## config.mk

```make
export PLATFORM = sky130hd
export DESIGN_NAME = lpc_cell
export DESIGN_NICKNAME = d
export VERILOG_FILES = /design/src/rtl/core/lpc_pkg.sv /design/src/rtl/core/lpc_cell.sv
export SDC_FILE = /design/constraint.sdc
export NUM_CORES = 1
export LEC_CHECK = 0
export BUFFER_PORTS_ARGS = -buffer_cell sky130_fd_sc_hd__buf_4
export CORE_MARGIN = 5
export CORE_UTILIZATION = 43
export DETAILED_ROUTE_END_ITERATION = 12
export PLACE_DENSITY = 0.8
export SLEW_MARGIN = 20
export SYNTH_ARGS = -nofsm -noshare
export SYNTH_HDL_FRONTEND = slang
export SYNTH_SLANG_ARGS = --single-unit
```

## constraint.sdc

```tcl
create_clock -name clk -period 8.5 [get_ports clk]
set_input_delay 2.125 -clock clk [delete_from_list [all_inputs] [get_ports clk]]
set_output_delay 2.125 -clock clk [all_outputs]
set_load 0.005 [all_outputs]
```

## src/rtl/core/lpc_pkg.sv

```systemverilog
// Shared constants, codes and types for the LRU page cache.
`default_nettype none

package lpc_pkg;

  localparam int LPC_ENTRIES   = 128;
  localparam int LPC_DATA_BITS = 64;
  localparam int LPC_TAG_BITS  = 32;

  localparam logic [7:0] LPC_CAP_RESET = 8'd128;

  // Request kinds carried in the input tuser bit.
  localparam logic ACT_GET = 1'b0;
  localparam logic ACT_PUT = 1'b1;

  typedef enum logic [1:0] {
    ST_IDLE,
    ST_CMP,
    ST_UPD
  } lpc_state_t;

endpackage

`default_nettype wire

```

## src/rtl/core/lpc_cell.sv

```systemverilog
// One cache entry of the recency chain: holds a tag and payload, compares its tag.
`default_nettype none

module lpc_cell #(
  parameter int INDEX     = 0,
  parameter int IDX_W     = 7,
  parameter int DATA_BITS = 64
) (
  input  wire logic                             clk,
  input  wire logic                             rst,
  input  wire logic                             shift_en,
  input  wire logic [IDX_W-1:0]                 limit,
  input  wire logic                             prev_valid,
  input  wire logic [lpc_pkg::LPC_TAG_BITS-1:0] prev_tag,
  input  wire logic [DATA_BITS-1:0]             prev_data,
  input  wire logic [lpc_pkg::LPC_TAG_BITS-1:0] req_tag,
  output logic                                  valid,
  output logic [lpc_pkg::LPC_TAG_BITS-1:0]      tag,
  output logic [DATA_BITS-1:0]                  data,
  output logic                                  match
);
  import lpc_pkg::*;

  logic take;

  // Every cell at or below the limit position takes its neighbor's contents.
  assign take  = shift_en && (IDX_W'(INDEX) <= limit);
  assign match = valid && (tag == req_tag);

  always_ff @(posedge clk) begin
    if (rst) begin
      valid <= 1'b0;
    end else if (take) begin
      valid <= prev_valid;
    end
  end

  always_ff @(posedge clk) begin
    if (take) begin
      tag  <= prev_tag;
      data <= prev_data;
    end
  end

endmodule

`default_nettype wire

```

==> impl_metrics.py <==
metrics = {
    "run_status": {
        "outcome": "finished clean",
    },
    "route": {
        "wl_per_cell_um": 17.62,
        "vias": 2217,
        "first_pass_iters": 4,
        "ant_nets": 0,
        "post-route-drc-count": 0,
        "drt-initial-drc-count": 68,
        "wirelength_um": 8579,
        "vias_per_cell": 4.552,
    },
    "pwr": {
        "power.share.clock": 0.347,
        "p_sw_frac": 0.1968,
        "p_sw_w": 0.0002159,
        "share_comb_of_total_power": 0.121,
        "intPower_w": 0.0008810,
        "total_power_w": 0.001097,
        "ir_drop_mv": 0.1415,
        "power_density_nw_per_um2": 203.7,
        "leakage_nw": 2.331,
        "seqPwrFrac": 0.532,
    },
    "yosys": {
        "ys_top_cells_by_area": "edfxtp_1 88%, xor2_1 8.3%, nor4_1 1.3%",
        "synth.avg_cell_area_sq_um": 22.75,
        "synth_edf_count": 96,
        "synth.top_cell.area_share": 0.8801,
        "yosys_warnings": 0,
        "synth_common_cells": "96 x edfxtp_1, 31 x xor2_1, 7 x nor4_1, 2 x nand3_1",
        "syn_nets": 283,
        "ys_types": 12,
        "ys_ff_latch": 97,
        "postSynth.asyncResetShare": 0,
        "synth-seq-area-share": 0.8862,
        "synth_ff_type": "edfxtp_1",
        "synth_most_common_cell": "edfxtp_1",
        "netlist_area_sq_um": 3276,
        "syn-instance-count": 144,
        "synth_top_cell_by_area": "edfxtp_1",
    },
    "sta": {
        "rsz0062_at_grt": "false",
        "fin_setup_tns_ps": 0,
        "max_freq_mhz": 186.5,
        "fin_crit_sh": 0.6310,
        "skew_ps": 0,
        "period_minus_slack_ps": 5363,
        "timing.slew.headroom": 0.5075,
        "hold_viol": 0,
        "setup_viol": 0,
        "slew_violations": 0,
        "worst_slew_pin_slew_ps": 738.8,
    },
    "layout": {
        "nNetsFinal": 523,
        "multiInputGateArea_sq_um": 369.1,
        "num_antenna_cells": 0,
        "drive_gt1_frac": 0.6340,
        "fill_cells": 468,
        "instances_no_fill": 487,
        "fin_util": 0.7344,
        "seq_area_sq_um": 2903,
        "syn2layout_area_growth_pct": 64.36,
    },
    "floorplanning": {
        "rows": 31,
        "pin_count": 237,
        "die_width_um": 97.28,
        "coreArea_sq_um": 7331,
        "die_y_um": 97.28,
        "initial_core_util": 0.4468,
        "die_area_sq_um": 9463,
    },
    "cts": {
        "postCtsSetupRepairBufs": 0,
        "cts_tree": "done",
        "cts_root_buffer": "clkbuf_8",
        "ctsResizeCount": 0,
        "clk_path_buf_depth": 2,
        "clk_pin_slew_ps": 80,
        "cts_buffers": 9,
        "htreeDepth": 3,
        "cts_hold_buf": 0,
        "clock_latency_ps": 340,
        "cts.sinks": 97,
    },
    "global_routing": {
        "antenna_found_initial": 0,
        "grt_max_degree": 60,
        "overflow": 0,
        "grt_pass1_wl_um": 13130,
        "track_usage": 0.1815,
        "grt_pass1_vias": 2435,
    },
    "critical_path": {
        "cpPeakStageDelay_ps": 360,
        "slowest_stage": "nor4_1",
        "crit_arrival_ps": 3240,
        "critPathMostFrequentCell": "buf_4",
        "cp.required_ps": 6380,
        "critPathBufInv": 2,
        "worstPathMaxFanout": 1,
        "cpLargestDelayFamily": "simple AND/OR/NAND/NOR gates",
        "crit_path_start_kind": "input pin",
        "end_kind": "output port",
        "worstPathCellList": "buf_4, xor2_1, nor4_1, nand4_1, nor3_2, buf_4",
        "path_class": "input pin to output port",
    },
    "placed_design": {
        "dpl.cell_count": 472,
        "hpwl_um": 6810,
        "numPortBuffers": 229,
        "place.gp.congestion": 0.8686,
    },
    "hold_path": {
        "hold_path.class": "flip-flop to flip-flop",
    },
    "job": {
        "drv_cap": 0,
    },
}
-- worst register-to-register path, delay by kind of cell (launching register included) --
| kind | cells | cell delay, ps |
|---|---|---|
| DFF | 1 | 340 |
| muxes | 1 | 120 |
| and+or+nand+nor | 1 | 50 |
-- metrics by stage --
stage / area (sq um) / worst slack, ps / hold WS, ps
4_1_cts: 5384 / 3094 / 539.5
2_1_floorplan: 3276 / 3284 / 507.0
3_3_place_gp: 5122 / 3110 / 519.6
3_5_place_dp: 5122 / 3094 / 525.3
5_1_grt: 5384 / 3061 / 586.5
6_report: 5384 / 3137 / 542.6
-- cells in the final DEF, fill, tap and decap left out --
cell,instances
buf_4,230
edfxtp_1,96
xor2_1,31
clkbuf_8,9
nor4_1,7
bufinv_16,4
nand3_1,2
inv_6,2
nand4_1,1
xnor2_1,1
nor3_1,1
nor3_2,1
mux2i_1,1
nor2_1,1
dfxtp_1,1
-- worst paths after layout --
kind | startpoint | endpoint | slack [ps] | cells past startpoint
min reg2reg | valid | valid | 540 | 2
max | req_tag[23] | match | 3140 | 6
max reg2reg | valid | valid | 7890 | 2
min | valid | valid | 540 | 2
-- final cells by class --
type / instances / share of cell area
sequential: 97 / 0.5392
timing repair buffer: 230 / 0.3207
multi-input combinational: 46 / 0.06856
clock inverter: 6 / 0.02556
clock buffer: 9 / 0.02301
tap: 99 / 0.02301
-- per-layer routing --
metal | GRT usage | vias to the layer above | wire length, um
met4 | 0.07135 | 0 | 153
li1 | - | 1033 | -
met5 | 0 | - | 0
met2 | 0.3248 | 136 | 4594
met1 | 0.1797 | 1035 | 2855
met3 | 0.08830 | 13 | 976
-- power groups by stage --
stage | clock network, W | logic, W | registers, W
5_1_grt | 0.000415 | 0.000144 | 0.000587
4_1_cts | 0.000389 | 0.000136 | 0.000584
2_1_floorplan | 0 | 0.0000198 | 0.000600
6_report | 0.000381 | 0.000133 | 0.000583
3_3_place_gp | 0 | 0.000132 | 0.000592
3_5_place_dp | 0 | 0.000135 | 0.000595
-- kinds of logic after synthesis --
family,count (synthesis),share of synthesized area
buffers and inverters,1,0.001145
flip-flops,97,0.8862
XOR/XNOR,32,0.08556
AND/OR/NAND/NOR,13,0.02406
multiplexers,1,0.003056
-- state kept, by name, summed over array words and instances (netlist names) --
| name | cells |
|---|---|
| data | 64 |
| tag | 32 |
| valid | 1 |
No activity file was read; power rests on OpenSTA's default activity.
